<file path="config.mk">
export PLATFORM = sky130hd
export DESIGN_NAME = particle_sensor_frame_parser_top
export DESIGN_NICKNAME = d
export VERILOG_FILES = /design/src/hw/rtl/psfp_pkg.sv /design/src/hw/rtl/psfp_framer.sv /design/src/hw/rtl/psfp_result.sv /design/src/hw/rtl/particle_sensor_frame_parser_top.sv
export VERILOG_INCLUDE_DIRS = /design/src /design/src/hw/rtl
export SDC_FILE = /design/constraint.sdc
export NUM_CORES = 1
export LEC_CHECK = 0
export BUFFER_PORTS_ARGS = -buffer_cell sky130_fd_sc_hd__buf_2
export CORE_ASPECT_RATIO = 0.8
export CORE_MARGIN = 4
export CORE_UTILIZATION = 40
export CTS_BUF_LIST = sky130_fd_sc_hd__clkbuf_4
export DETAILED_ROUTE_END_ITERATION = 12
export HOLD_SLACK_MARGIN = 0.12
export PLACE_DENSITY = 0.66
export SLEW_MARGIN = 10
export SYNTH_ARGS = -nofsm -noshare
export SYNTH_HDL_FRONTEND = slang
export SYNTH_SLANG_ARGS = --single-unit
</file>
<file path="constraint.sdc">
create_clock -name clk -period 4.6 [get_ports clk]
set_input_delay 1.15 -clock clk [delete_from_list [all_inputs] [get_ports clk]]
set_output_delay 1.15 -clock clk [all_outputs]
set_load 0.02 [all_outputs]
</file>
<file path="src/hw/rtl/particle_sensor_frame_parser_top_macros.svh">
// ----------------------------------------------------------------------------
// Particle sensor frame parser assertion macros
// Shared concurrent assertion forms used by the parser RTL.
// ----------------------------------------------------------------------------
`ifndef PARTICLE_SENSOR_FRAME_PARSER_TOP_MACROS_SVH
`define PARTICLE_SENSOR_FRAME_PARSER_TOP_MACROS_SVH

// Condition holds at every clock edge outside reset.
`define PSFP_ASSERT_ALWAYS(label, clk, rst, cond) \
  label: assert property (@(posedge clk) disable iff (rst) (cond)) \
    else $error("assertion failed");

// Antecedent implies consequent in the same cycle.
`define PSFP_ASSERT_SAME(label, clk, rst, ante, cons) \
  label: assert property (@(posedge clk) disable iff (rst) (ante) |-> (cons)) \
    else $error("assertion failed");

// Antecedent implies consequent in the following cycle.
`define PSFP_ASSERT_NEXT(label, clk, rst, ante, cons) \
  label: assert property (@(posedge clk) disable iff (rst) (ante) |=> (cons)) \
    else $error("assertion failed");

`endif

</file>
<file path="src/hw/rtl/psfp_pkg.sv">
// ----------------------------------------------------------------------------
// Particle sensor frame parser package
// Frame constants, field widths and the record passed from framer to result.
// ----------------------------------------------------------------------------
`default_nettype none

package psfp_pkg;

  localparam int ByteW    = 8;
  localparam int ReadingW = 15;
  localparam int PosW     = 4;

  localparam logic [ByteW-1:0] Hdr0 = 8'hFF;
  localparam logic [ByteW-1:0] Hdr1 = 8'h18;
  localparam logic [ByteW-1:0] Hdr2 = 8'h00;

  localparam logic [ReadingW-1:0] HighScale      = 15'd100;
  localparam logic [ReadingW-1:0] ThresholdReset = 15'd1150;

  // Register index of the alarm threshold.
  localparam logic RegThreshold = 1'b0;

  typedef struct packed {
    logic                valid;
    logic                good;
    logic [ReadingW-1:0] reading;
  } frame_done_t;

endpackage

`default_nettype wire

</file>
<file path="src/hw/rtl/psfp_framer.sv">
// ----------------------------------------------------------------------------
// Particle sensor frame tracker
// Hunts for the FF 18 00 header, collects the payload and the running sum.
// ----------------------------------------------------------------------------
`default_nettype none
`include "particle_sensor_frame_parser_top_macros.svh"

module psfp_framer (
  input  wire logic                          clk,
  input  wire logic                          rst,
  input  wire logic                          in_accept,
  input  wire logic [psfp_pkg::ByteW-1:0]    rx_byte,
  output psfp_pkg::frame_done_t              done
);

  localparam logic [psfp_pkg::PosW-1:0] PosHunt = 4'd0;
  localparam logic [psfp_pkg::PosW-1:0] PosHdr1 = 4'd1;
  localparam logic [psfp_pkg::PosW-1:0] PosHdr2 = 4'd2;
  localparam logic [psfp_pkg::PosW-1:0] PosHigh = 4'd3;
  localparam logic [psfp_pkg::PosW-1:0] PosLow  = 4'd4;
  localparam logic [psfp_pkg::PosW-1:0] PosLast = 4'd8;

  logic [psfp_pkg::PosW-1:0]     pos, pos_next;
  logic [psfp_pkg::ByteW-1:0]    sum, sum_next;
  logic [psfp_pkg::ByteW-1:0]    high_byte, high_byte_next;
  logic [psfp_pkg::ReadingW-1:0] reading, reading_next;
  logic [psfp_pkg::ByteW-1:0]    sum_plus;

  assign sum_plus = sum + rx_byte;

  always_comb begin
    pos_next       = pos;
    sum_next       = sum;
    high_byte_next = high_byte;
    reading_next   = reading;
    done.valid     = 1'b0;
    done.good      = 1'b0;
    done.reading   = reading;
    if (in_accept) begin
      case (pos)
        PosHunt: begin
          if (rx_byte == psfp_pkg::Hdr0) begin
            pos_next = PosHdr1;
            sum_next = '0;
          end
        end
        PosHdr1, PosHdr2: begin
          if (rx_byte == ((pos == PosHdr1) ? psfp_pkg::Hdr1 : psfp_pkg::Hdr2)) begin
            pos_next = pos + 4'd1;
            sum_next = sum_plus;
          end else if (rx_byte == psfp_pkg::Hdr0) begin
            // A stray FF in the header restarts the frame on this byte.
            pos_next = PosHdr1;
            sum_next = '0;
          end else begin
            pos_next = PosHunt;
          end
        end
        PosLast: begin
          // The checksum byte is good when it cancels the running sum.
          pos_next   = PosHunt;
          sum_next   = '0;
          done.valid = 1'b1;
          done.good  = (sum_plus == '0);
        end
        default: begin
          pos_next = pos + 4'd1;
          sum_next = sum_plus;
          if (pos == PosHigh) begin
            high_byte_next = rx_byte;
          end
          if (pos == PosLow) begin
            reading_next = psfp_pkg::ReadingW'({7'd0, high_byte} * psfp_pkg::HighScale)
                         + {7'd0, rx_byte};
          end
        end
      endcase
    end
  end

  always_ff @(posedge clk) begin
    if (rst) begin
      pos       <= PosHunt;
      sum       <= '0;
      high_byte <= '0;
      reading   <= '0;
    end else begin
      pos       <= pos_next;
      sum       <= sum_next;
      high_byte <= high_byte_next;
      reading   <= reading_next;
    end
  end

  `PSFP_ASSERT_ALWAYS(a_pos_in_frame, clk, rst, pos <= PosLast)

endmodule

`default_nettype wire

</file>
<file path="src/hw/rtl/psfp_result.sv">
// ----------------------------------------------------------------------------
// Particle sensor result stage
// Keeps the last good reading and alarm and holds the outgoing result item.
// ----------------------------------------------------------------------------
`default_nettype none
`include "particle_sensor_frame_parser_top_macros.svh"

module psfp_result (
  input  wire logic                             clk,
  input  wire logic                             rst,
  input  wire psfp_pkg::frame_done_t            done,
  input  wire logic [psfp_pkg::ReadingW-1:0]    threshold,
  input  wire logic                             out_ready,
  output logic                                  out_valid,
  output logic [psfp_pkg::ReadingW-1:0]         out_reading,
  output logic                                  out_alarm,
  output logic                                  out_status
);

  logic [psfp_pkg::ReadingW-1:0] last_reading;
  logic                          last_alarm;
  logic                          alarm_new;

  assign alarm_new = (done.reading > threshold);

  always_ff @(posedge clk) begin
    if (rst) begin
      out_valid    <= 1'b0;
      last_reading <= '0;
      last_alarm   <= 1'b0;
    end else begin
      if (done.valid) begin
        out_valid <= 1'b1;
      end else if (out_ready) begin
        out_valid <= 1'b0;
      end
      if (done.valid && done.good) begin
        last_reading <= done.reading;
        last_alarm   <= alarm_new;
      end
    end
  end

  // A bad frame repeats the last good reading and alarm.
  always_ff @(posedge clk) begin
    if (done.valid) begin
      out_reading <= done.good ? done.reading : last_reading;
      out_alarm   <= done.good ? alarm_new : last_alarm;
      out_status  <= ~done.good;
    end
  end

  `PSFP_ASSERT_NEXT(a_good_result, clk, rst, done.valid && done.good,
    out_valid && !out_status && out_reading == $past(done.reading))
  `PSFP_ASSERT_NEXT(a_bad_repeats, clk, rst, done.valid && !done.good,
    out_valid && out_status && out_reading == $past(last_reading))

endmodule

`default_nettype wire

</file>
<file path="src/hw/rtl/particle_sensor_frame_parser_top.sv">
// ----------------------------------------------------------------------------
// Particle sensor frame parser top level
// Output: the result item is valid in the cycle after the ninth frame byte.
// Throughput: one byte per cycle; the input stalls only while a result waits.
// The result register holds one item, which sets the stall condition.
// Reset: synchronous; hunting for the header, threshold 1150, last reading 0.
// ----------------------------------------------------------------------------
`default_nettype none
`include "particle_sensor_frame_parser_top_macros.svh"

module particle_sensor_frame_parser_top (
  input  wire logic        clk,
  input  wire logic        rst,
  input  wire logic        s_tvalid,
  output logic             s_tready,
  input  wire logic [7:0]  s_tdata,   // [7:0] rx_byte
  output logic             m_tvalid,
  input  wire logic        m_tready,
  output logic [23:0]      m_tdata,   // [14:0] reading, [15] alarm_flag, [16] frame_status
  input  wire logic        psel,
  input  wire logic        penable,
  input  wire logic        pwrite,
  input  wire logic [2:0]  paddr,
  input  wire logic [31:0] pwdata,
  output logic [31:0]      prdata,
  output logic             pready
);

  logic                              in_accept;
  logic [psfp_pkg::ReadingW-1:0]     threshold;
  psfp_pkg::frame_done_t             done;
  logic [psfp_pkg::ReadingW-1:0]     out_reading;
  logic                              out_alarm;
  logic                              out_status;

  assign pready    = 1'b1;
  assign s_tready  = ~m_tvalid | m_tready;
  assign in_accept = s_tvalid & s_tready;

  always_ff @(posedge clk) begin
    if (rst) begin
      threshold <= psfp_pkg::ThresholdReset;
    end else if (psel && penable && pwrite && pready
                 && paddr[2] == psfp_pkg::RegThreshold) begin
      threshold <= pwdata[psfp_pkg::ReadingW-1:0];
    end
  end

  assign prdata = (paddr[2] == psfp_pkg::RegThreshold) ? {17'd0, threshold} : 32'd0;

  psfp_framer u_framer (
    .clk       (clk),
    .rst       (rst),
    .in_accept (in_accept),
    .rx_byte   (s_tdata),
    .done      (done)
  );

  psfp_result u_result (
    .clk         (clk),
    .rst         (rst),
    .done        (done),
    .threshold   (threshold),
    .out_ready   (m_tready),
    .out_valid   (m_tvalid),
    .out_reading (out_reading),
    .out_alarm   (out_alarm),
    .out_status  (out_status)
  );

  assign m_tdata = {7'd0, out_status, out_alarm, out_reading};

  `PSFP_ASSERT_SAME(a_stall_blocks_input, clk, rst, m_tvalid && !m_tready, !s_tready)

endmodule

`default_nettype wire
</file>
# After elaboration in Yosys (flattened, before gate mapping)
# Cells that the tools add are included.
[word_totals]
reg_bits = 84
output_inout_bits = 59
elab_cells = 57
[op_classes]
addsub = 3
mux = 15
n_reduce_logical = 12
n_eq_ne = 8
mul = 1
bitwise_logic = 6
magnitude_cmp = 1
[op_table]
columns = ["operator", "n"]
rows = [
  ["$mux W15", 2],
  ["$pmux W8 S3", 1],
  ["$mux W8", 2],
  ["$add A15 B8 Y15", 1],
  ["$gt A15 B15 Y1", 1],
  ["$mul A8 B5 Y13 const B", 1],
  ["$pmux W4 S3", 1],
  ["$add A8 B8 Y8", 1],
  ["$eq A4 B2 Y1 const B", 2],
  ["$eq A8 B8 Y1", 1],
  ["$eq A8 B8 Y1 const B", 1],
  ["$logic_not A8 Y1", 1],
  ["$mux W4", 2],
  ["$reduce_and A3 Y1", 2],
  ["$mux W5", 1],
  ["$add A4 B1 Y4 const B", 1],
  ["$eq A4 B1 Y1 const B", 1],
  ["$eq A4 B3 Y1 const B", 1],
  ["$eq A4 B4 Y1 const B", 1],
  ["$logic_and A1 B1 Y1", 4],
  ["$logic_not A4 Y1", 1],
  ["$mux W1", 4],
  ["$mux W2", 2],
  ["$not A1 Y1", 4],
  ["other kinds (7)", 7],
]

# Logic depth before layout (Yosys ltp)
# Gate-level depths: netlist (run 1).
[logic_depth]
ltp_word = 5
depth_mapped = 13
ltp_nobuf = 13

# By module
# Synthesis (run 1) repeated with hierarchy kept, for this count alone.
[unflattened]
cells_unflattened = 623
hier_area_um2 = 5536.6
[modules_own_cells]
columns = ["mod", "area_each_um2", "cells_each", "n_inst"]
rows = [
  ["psfp_framer", 2851.5, 343, 1],
  ["psfp_result", 1696.6, 167, 1],
  ["particle_sensor_frame_parser_top", 988.4, 113, 1],
]

# Worst setup path after synthesis (run 1)
# Ideal clock, no wire load.
[synth_path]
kind = "input to register"
start = "in s_tdata[0]"
end = "reg u_result.out_reading[10] (netlist bit) (data pin)"
setup_slack_ns = 0.706
cell_stages = 9
setup_ns = 0.266
t_arrival_ns = 3.628
required_time_ns = 4.334
n_path_buf = 2
cell_sequence = "ha_1 -> fa_1 -> or4_1 -> or3_1 -> or3_1 -> buf_2 -> buf_1 -> o31ai_1 -> nand2_1"
[synth_between]
elab_chain_len = 5
[synth_lines]
columns = ["item", "line_no", "text"]
rows = [
  ["start: declaration", "particle_sensor_frame_parser_top.sv:16", "input wire logic [7:0] s_tdata,"],
  ["$add A8 B8 Y8", "psfp_framer.sv:29", "assign sum_plus = sum + rx_byte;"],
  ["$logic_not A8 Y1", "psfp_framer.sv:64", "done.good = (sum_plus == '0);"],
  ["$mux W2", "psfp_framer.sv:40", "case (pos)"],
  ["$mux W2", "psfp_framer.sv:39", "if (in_accept) begin"],
  ["$mux W15", "psfp_result.sv:47", "out_reading <= done.good ? done.reading : last_reading;"],
  ["end signal: assignment", "psfp_result.sv:47", ""],
  ["end: declaration", "psfp_result.sv:15", "output logic [psfp_pkg::ReadingW-1:0] out_reading,"],
]
# No other way between the ends.
# A chain may end at the register's enable or synchronous reset.

# Worst setup path after layout (run 1)
[layout_path]
start = "in s_tdata[0]"
end = "reg u_result.out_reading[13] (netlist bit) (data pin)"
# The elaborated chain is that of the path after synthesis.

==> impl_metrics.tcl, run 1 <==
set metrics [dict create \
    critPathTopFamily "simple AND/OR/NAND/NOR gates" \
    cp_num_cells 10 \
    overflow 0 \
    vias_per_cell 5.202 \
    seqPwrFrac 0.568 \
    min_period_over_period 0.8257 \
    critPathArrivalTime_ns 4.01 \
    yosysWarnings 0 \
    route.antenna.remaining_nets 0 \
    setup_viol 0 \
    hold_viol 0 \
    drt_iter0_markers 201 \
    ys_types 50 \
    synthesis.area_um2 5164 \
    vias 4224 \
    p_sw_frac 0.2770 \
    gp_congestion 0.8568 \
    status "complete, no violations" \
    grtUsageTotal 0.1641 \
    maxSlewHeadroom 0.3958 \
    layout-drive-gt1-share 0.1404 \
    start_util 0.4169 \
    p_clk_frac 0.346 \
    rsz0062_at_grt "no" \
    ys_top_cells_by_area "dfxtp_1, ha_1, edfxtp_1" \
    multi_input_area_um2 2975 \
    peakVddDrop_mv 0.1338 \
    hold_buffers 0 \
    path_buf_inv 2 \
    post-route-min-period_ns 3.798 \
    synth.largest_area_cell "dfxtp_1" \
    critPathCaptureType "register" \
    finalSetupTns_ns 0 \
    dieArea_um2 14800 \
    p_leak_nw 2.725 \
    synth_most_common_cell "dfxtp_1" \
    p_comb_frac 0.086 \
    worstPathCellList "buf_2 > ha_1 > fa_1 > xor2_1 > or4_1 > or3_1 > or3_1 > buf_4 > o31ai_1 > nand2_1" \
    syn_to_final_growth_pct 10.27 \
    synthArstFlopShare 0 \
    synth_edf_count 17 \
    syn_area_per_cell_um2 8.872 \
    antenna_cells 0 \
    path_common_cell "or3_1" \
    crit_fanout 9 \
    r2r_setup_slack_ns 1.07 \
    drv_cap 0 \
    internal-power_w 0.0009591 \
    grt_max_degree 50 \
    synth_top_area_share 0.2598 \
    clkTransAtPathRegs_ns 0.14 \
    worst_pin_slew_ns 0.9064 \
    worstSkewPairLatency_ns 0.45 \
    htreeDepth 3 \
    post_cts_buffers 0 \
    fin_skew_ns 0.01491 \
    grt_pass1_vias 4104 \
    grt_pass1_wl_um 19460 \
    power.density_nw_per_um2 233.0 \
    ios 109 \
    dp_hpwl_um 9222 \
    clock-sinks 84 \
    synth.ff_latch_count 84 \
    critPathCapture "u_result.out_reading[13]$_DFFE_PP_" \
    synthFlopType "dfxtp_1" \
    min_path_type "reg -> reg" \
    dr.pass1.iters 5 \
    timing.rr.start "u_framer.high_byte[4]$_SDFFE_PP0P_" \
    cts_buffers 9 \
    cts_max_path_buffers 2 \
    fmax_mhz 263.3 \
    worstSetupStartpoint "s_tdata[0]" \
    core_um2 12390 \
    numPortBuffers 64 \
    r2r_cells 13 \
    drc_errors 0 \
    synth_common_cells "dfxtp_1, nor2_1, ha_1" \
    cpPeakStageDelay_ns 0.49 \
    critPathKind "in -> reg" \
    ctsResizeCount 0 \
    num-nets-final 751 \
    ys_seq_area_frac 0.3586 \
    wl_per_cell_um 14.56 \
    crit_required_ns 4.81 \
    die_w_um 135.0 \
    routed_wl_um 11820 \
    rows 36 \
    p_sw_w 0.0003675 \
    p_total_w 0.001327 \
    postSynthCellCount 582 \
    cts_tree "done" \
    antenna_found_initial 0 \
    drv_slew 0 \
    cts_root_buf "clkbuf_4" \
    cp-start-kind "input port" \
    fillers 1219 \
    seq_area_um2 1852 \
    r2r_end "u_framer.reading[14]$_SDFFE_PP0P_" \
    dieHeight_um 109.6 \
    crit_path_top_delay_cell "or3_1" \
]
flip-flops by register name, summed over array words and instances (netlist names):
signal and flops:
u_result.out_alarm 1, u_framer.high_byte 8, u_result.out_status 1, u_framer.pos 4, threshold 15, u_result.out_reading 15, u_result.last_reading 15, u_result.out_valid 1
u_framer.sum 8, u_framer.reading 15, u_result.last_alarm 1
power by group through the flow:
stage	registers [W]	logic (W)	clock network, W
floorplan	0.000769	0.0000908	0
global placement	0.000769	0.000109	0
detailed placement	0.000770	0.000112	0
CTS	0.000753	0.000113	0.000478
global route	0.000754	0.000126	0.000509
finish	0.000753	0.000114	0.000459
kinds of logic after synthesis:
logic type / count (synthesis) / synth area share
simple gates: 170 / 0.1505
compound gates: 142 / 0.1832
xor+xnor: 26 / 0.04410
buf+inv: 85 / 0.08190
mux: 8 / 0.01551
flops: 84 / 0.3586
other cells: 2 / 0.001454
fa+ha+maj: 65 / 0.1648
metal layers:
metal | share of wire | vias to the layer above | track usage | wire length, um
met5 | 0 | - | 0 | 0
met4 | 0.016 | 0 | 0.05180 | 184
met3 | 0.055 | 21 | 0.03660 | 648
met2 | 0.45 | 119 | 0.2641 | 5352
met1 | 0.48 | 1956 | 0.2213 | 5636
li1 | - | 2128 | - | -
layout by cell type (no fill, tap or decap), drive strengths merged, types with 8 or more instances in the layout:
cell type,n
edfxtp,17
o21ai,9
nand4,8
xor2,8
a21oi,48
a211oi,9
o211ai,17
clkbuf,9
buf,71
dfxtp,67
nand2,53
a21o,8
o31ai,18
conb,25
mux2i,8
inv,36
xnor2,18
ha,60
nor3,9
nor2,65
layout make-up:
class                           instances  area share
Clock buffer                            9     0.01187
Clock inverter                          7     0.01494
Inverter                               34     0.02241
Multi-Input combinational cell        436      0.5225
Sequential cell                        84      0.3252
Tap cell                              171     0.03757
Timing Repair Buffer                   71     0.06548
worst reg2reg max path, stage by stage (launching register included):
cell and delay, ns:
dfxtp_1 0.44, ha_1 0.27, ha_1 0.27, inv_1 0.05, fa_1 0.50, inv_1 0.04, ha_1 0.34, and3_1 0.18
a221oi_1 0.38, xnor2_1 0.24, nand4_1 0.17, nor3_1 0.24, xnor2_1 0.11, a211oi_1 0.23
per-stage QoR:
stage	std cells	worst slack [ns]	hold WS, ns	area (um^2)	utilization
2_1_floorplan	605	0.7064	0.4363	5250	-
3_3_place_gp	796	0.4023	0.4447	5542	0.4474
3_5_place_dp	796	0.3309	0.4475	5542	0.4474
4_1_cts	812	0.8555	0.4671	5694	0.4597
5_1_grt	812	0.6828	0.4926	5694	0.4597
6_report	812	0.8017	0.4659	5694	0.4597
worst min-delay path by stage:
| stage | endpoint | slack, ns | cells after the start | startpoint |
|---|---|---|---|---|
| after floorplan | threshold[11]$_SDFFE_PP0P_ | 0.44 | 2 | threshold[11]$_SDFFE_PP0P_ |
| after global placement | threshold[9]$_SDFFE_PP0P_ | 0.44 | 2 | threshold[9]$_SDFFE_PP0P_ |
| after detailed placement | threshold[11]$_SDFFE_PP0P_ | 0.45 | 2 | threshold[11]$_SDFFE_PP0P_ |
| after CTS | threshold[11]$_SDFFE_PP0P_ | 0.47 | 2 | threshold[11]$_SDFFE_PP0P_ |
| after global routing | threshold[12]$_SDFFE_PP0P_ | 0.49 | 2 | threshold[12]$_SDFFE_PP0P_ |
| final | threshold[11]$_SDFFE_PP0P_ | 0.47 | 2 | threshold[11]$_SDFFE_PP0P_ |
Note: power is estimated with default switching activity, not from simulation.
==> run 2: changes to the inputs <==
--- a/config.mk
+++ b/config.mk
@@ -6,6 +6,7 @@
 export SDC_FILE = /design/constraint.sdc
 export NUM_CORES = 1
 export LEC_CHECK = 0
+export ABC_AREA = 1
 export BUFFER_PORTS_ARGS = -buffer_cell sky130_fd_sc_hd__buf_2
 export CORE_ASPECT_RATIO = 0.8
 export CORE_MARGIN = 4
@@ -13,7 +14,7 @@
 export CTS_BUF_LIST = sky130_fd_sc_hd__clkbuf_4
 export DETAILED_ROUTE_END_ITERATION = 12
 export HOLD_SLACK_MARGIN = 0.12
-export PLACE_DENSITY = 0.66
+export PLACE_DENSITY = 0.65
 export SLEW_MARGIN = 10
 export SYNTH_ARGS = -nofsm -noshare
 export SYNTH_HDL_FRONTEND = slang
==> constraint.sdc (replaced) <==
create_clock -name clk -period 3.66 [get_ports clk]
set_input_delay 0.915 -clock clk [delete_from_list [all_inputs] [get_ports clk]]
set_output_delay 0.915 -clock clk [all_outputs]
set_load 0.02 [all_outputs]
==> run 2 against run 1 <==
  * Area after synthesis grew 9.4%
  * Flip-flop and latch count is the same
  * Via count grew 7.9%
  * First-iteration DRC count shrank 11%
  * Sequential power grew 28%
  * Register-to-register slack lost 0.68 ns
  * Routed wire length shrank 0.96%
  * Largest cell class unchanged
  * Synthesized cell count grew 28%
  * Utilization shrank 0.88 points
==> impl_metrics.tcl, run 2 <==
set metrics [dict create \
    die_w_um 140.9 \
    synthArstFlopShare 0 \
    most-common-layout-cells "nand2_1, inv_1, dfxtp_1" \
    critPathCaptureType "register" \
    dp_cells 967 \
    clock-sinks 84 \
    synth_compound_area_frac 0.1311 \
    maxSlewHeadroom 0.5588 \
    multi_input_area_um2 3108 \
    ios 109 \
    grt_pass1_wl_um 19710 \
    yosysWarnings 0 \
    fillers 1389 \
    layout_commonest_cell "nand2_1" \
    grt_pass1_vias 4065 \
    grt_max_degree 32 \
    status "complete, no violations" \
    drv_cap 0 \
    r2r_setup_slack_ns 0.39 \
    instances_no_fill 983 \
    synth_xor_area_frac 0.01705 \
    antenna_cells 0 \
    cts_buffers 9 \
    worstSkewPairLatency_ns 0.46 \
    rsz0062_at_grt "no" \
    drc_errors 0 \
    worst_pin_slew_ns 0.6610 \
    ys_top_cells_by_area "dfxtp_1, ha_1, nand2_1" \
    seq_area_um2 1852 \
    grtUsageTotal 0.1484 \
    hold_buffers 0 \
    ctsResizeCount 0 \
    layout-drive-gt1-share 0.1843 \
    min_path_type "reg -> reg" \
    crit_required_ns 4.02 \
    cp-start-kind "register" \
    dieArea_um2 16110 \
    setup_viol 0 \
    antenna_found_initial 0 \
    core_um2 13690 \
    p_sw_w 0.0005553 \
    dr.pass1.iters 5 \
    fin_skew_ns 0.02190 \
    synth.ff_latch_count 84 \
    p_total_w 0.001890 \
    muxShareOfSynthArea 0 \
    num-nets-final 913 \
    internal-power_w 0.001334 \
    drt_iter0_markers 178 \
    critPathKind "reg -> reg" \
    numPortBuffers 64 \
    routed_wl_um 11710 \
    dp_hpwl_um 9247 \
    cts_max_path_buffers 2 \
    synth_most_common_cell "nand2_1" \
    postSynthCellCount 743 \
    gp_congestion 0.8764 \
    r2r_cells 14 \
    seqPwrFrac 0.512 \
    rows 38 \
    peakVddDrop_mv 0.2163 \
    ys_types 40 \
    synth_top_family_by_area "simple AND/OR/NAND/NOR gates" \
    holdWs_ns 0.4810 \
    hold_path_depth 2 \
    cts_root_buf "clkbuf_4" \
    finalSetupTns_ns 0 \
    p_comb_frac 0.150 \
    syn_to_final_growth_pct 9.254 \
    dieHeight_um 114.3 \
    wl_per_cell_um 11.91 \
    drv_slew 0 \
    power.density_nw_per_um2 306.0 \
    synth_fa_ha_area_frac 0.1505 \
    route.antenna.remaining_nets 0 \
    post-route-min-period_ns 3.270 \
    synth_edf_count 17 \
    synthesis.area_um2 5652 \
    clkTransAtPathRegs_ns 0.14 \
    overflow 0 \
    vias 4558 \
    min_period_over_period 0.8933 \
    start_util 0.4127 \
    p_leak_nw 3.298 \
    vias_per_cell 4.637 \
    fmax_mhz 305.8 \
    ys_seq_area_frac 0.3277 \
    synth.largest_area_cell "dfxtp_1" \
    cts_tree "done" \
    syn_area_per_cell_um2 7.607 \
    crit_fanout 5 \
    critPathArrivalTime_ns 3.63 \
    p_clk_frac 0.338 \
    post_cts_buffers 0 \
    synth-simple-area-share 0.2347 \
    hold_viol 0 \
    htreeDepth 3 \
    utilization 0.4509 \
    synthFlopType "dfxtp_1" \
    synth_common_cells "nand2_1, inv_1, dfxtp_1" \
    p_sw_frac 0.2939 \
    synth_top_area_share 0.2373 \
]
## run 2: critical path, stage by stage (launching register included)
cell,delay [ns]
dfxtp_1,0.43
ha_1,0.26
ha_1,0.30
ha_1,0.32
fa_1,0.48
ha_1,0.37
nand2_1,0.09
nor2_1,0.09
nand2_1,0.06
nand3_1,0.11
nand4_1,0.16
nor2_1,0.23
a21oi_1,0.10
nor2_1,0.11
nor2_1,0.04
## run 2: routing by layer
layer | up-vias | track usage | part of all wire
li1 | 2461 | - | -
met1 | 1955 | 0.2209 | 0.52
met2 | 128 | 0.2175 | 0.40
met3 | 14 | 0.03006 | 0.068
met4 | 0 | 0.04132 | 0.016
met5 | - | 0 | 0
## run 2: kinds of logic after synthesis
group | Yosys count
and+or+nand+nor | 286
buffers and inverters | 172
AOI/OAI and AO/OA | 123
DFF | 84
adders and majority gates | 65
xor gates and xnor gates | 11
other | 2
## run 2: worst paths after layout
kind / to / startpoint
worst max register to register: u_framer.reading[14]$_SDFFE_PP0P_ / u_framer.high_byte[1]$_SDFFE_PP0P_
worst min register to register: u_result.last_alarm$_SDFFE_PP0P_ / u_result.last_alarm$_SDFFE_PP0P_
worst max-delay path: u_framer.reading[14]$_SDFFE_PP0P_ / u_framer.high_byte[1]$_SDFFE_PP0P_
worst min-delay path: u_result.last_alarm$_SDFFE_PP0P_ / u_result.last_alarm$_SDFFE_PP0P_
## run 2: final cells by class
type,count,share of cell area
Sequential cell,84,0.2999
Clock buffer,9,0.01094
Clock inverter,7,0.01662
Timing Repair Buffer,68,0.05674
Inverter,125,0.07599
Tap cell,180,0.03647
Multi-Input combinational cell,510,0.5033
## run 2: power groups by stage
stage / clock network, W / logic [W] / registers (W)
2_1_floorplan: 0 / 0.000231 / 0.000985
3_3_place_gp: 0 / 0.000280 / 0.000987
3_5_place_dp: 0 / 0.000279 / 0.000987
4_1_cts: 0.000663 / 0.000281 / 0.000967
5_1_grt: 0.000699 / 0.000320 / 0.000969
6_report: 0.000639 / 0.000284 / 0.000967
## run 2: metrics by stage
step                      cell area, um^2  worst slack, ns
after floorplan                      5738           0.7120
after global placement               6005           0.3597
after detailed placement             6005           0.3459
after CTS                            6175           0.3951
after global routing                 6175           0.1673
final                                6175           0.3904
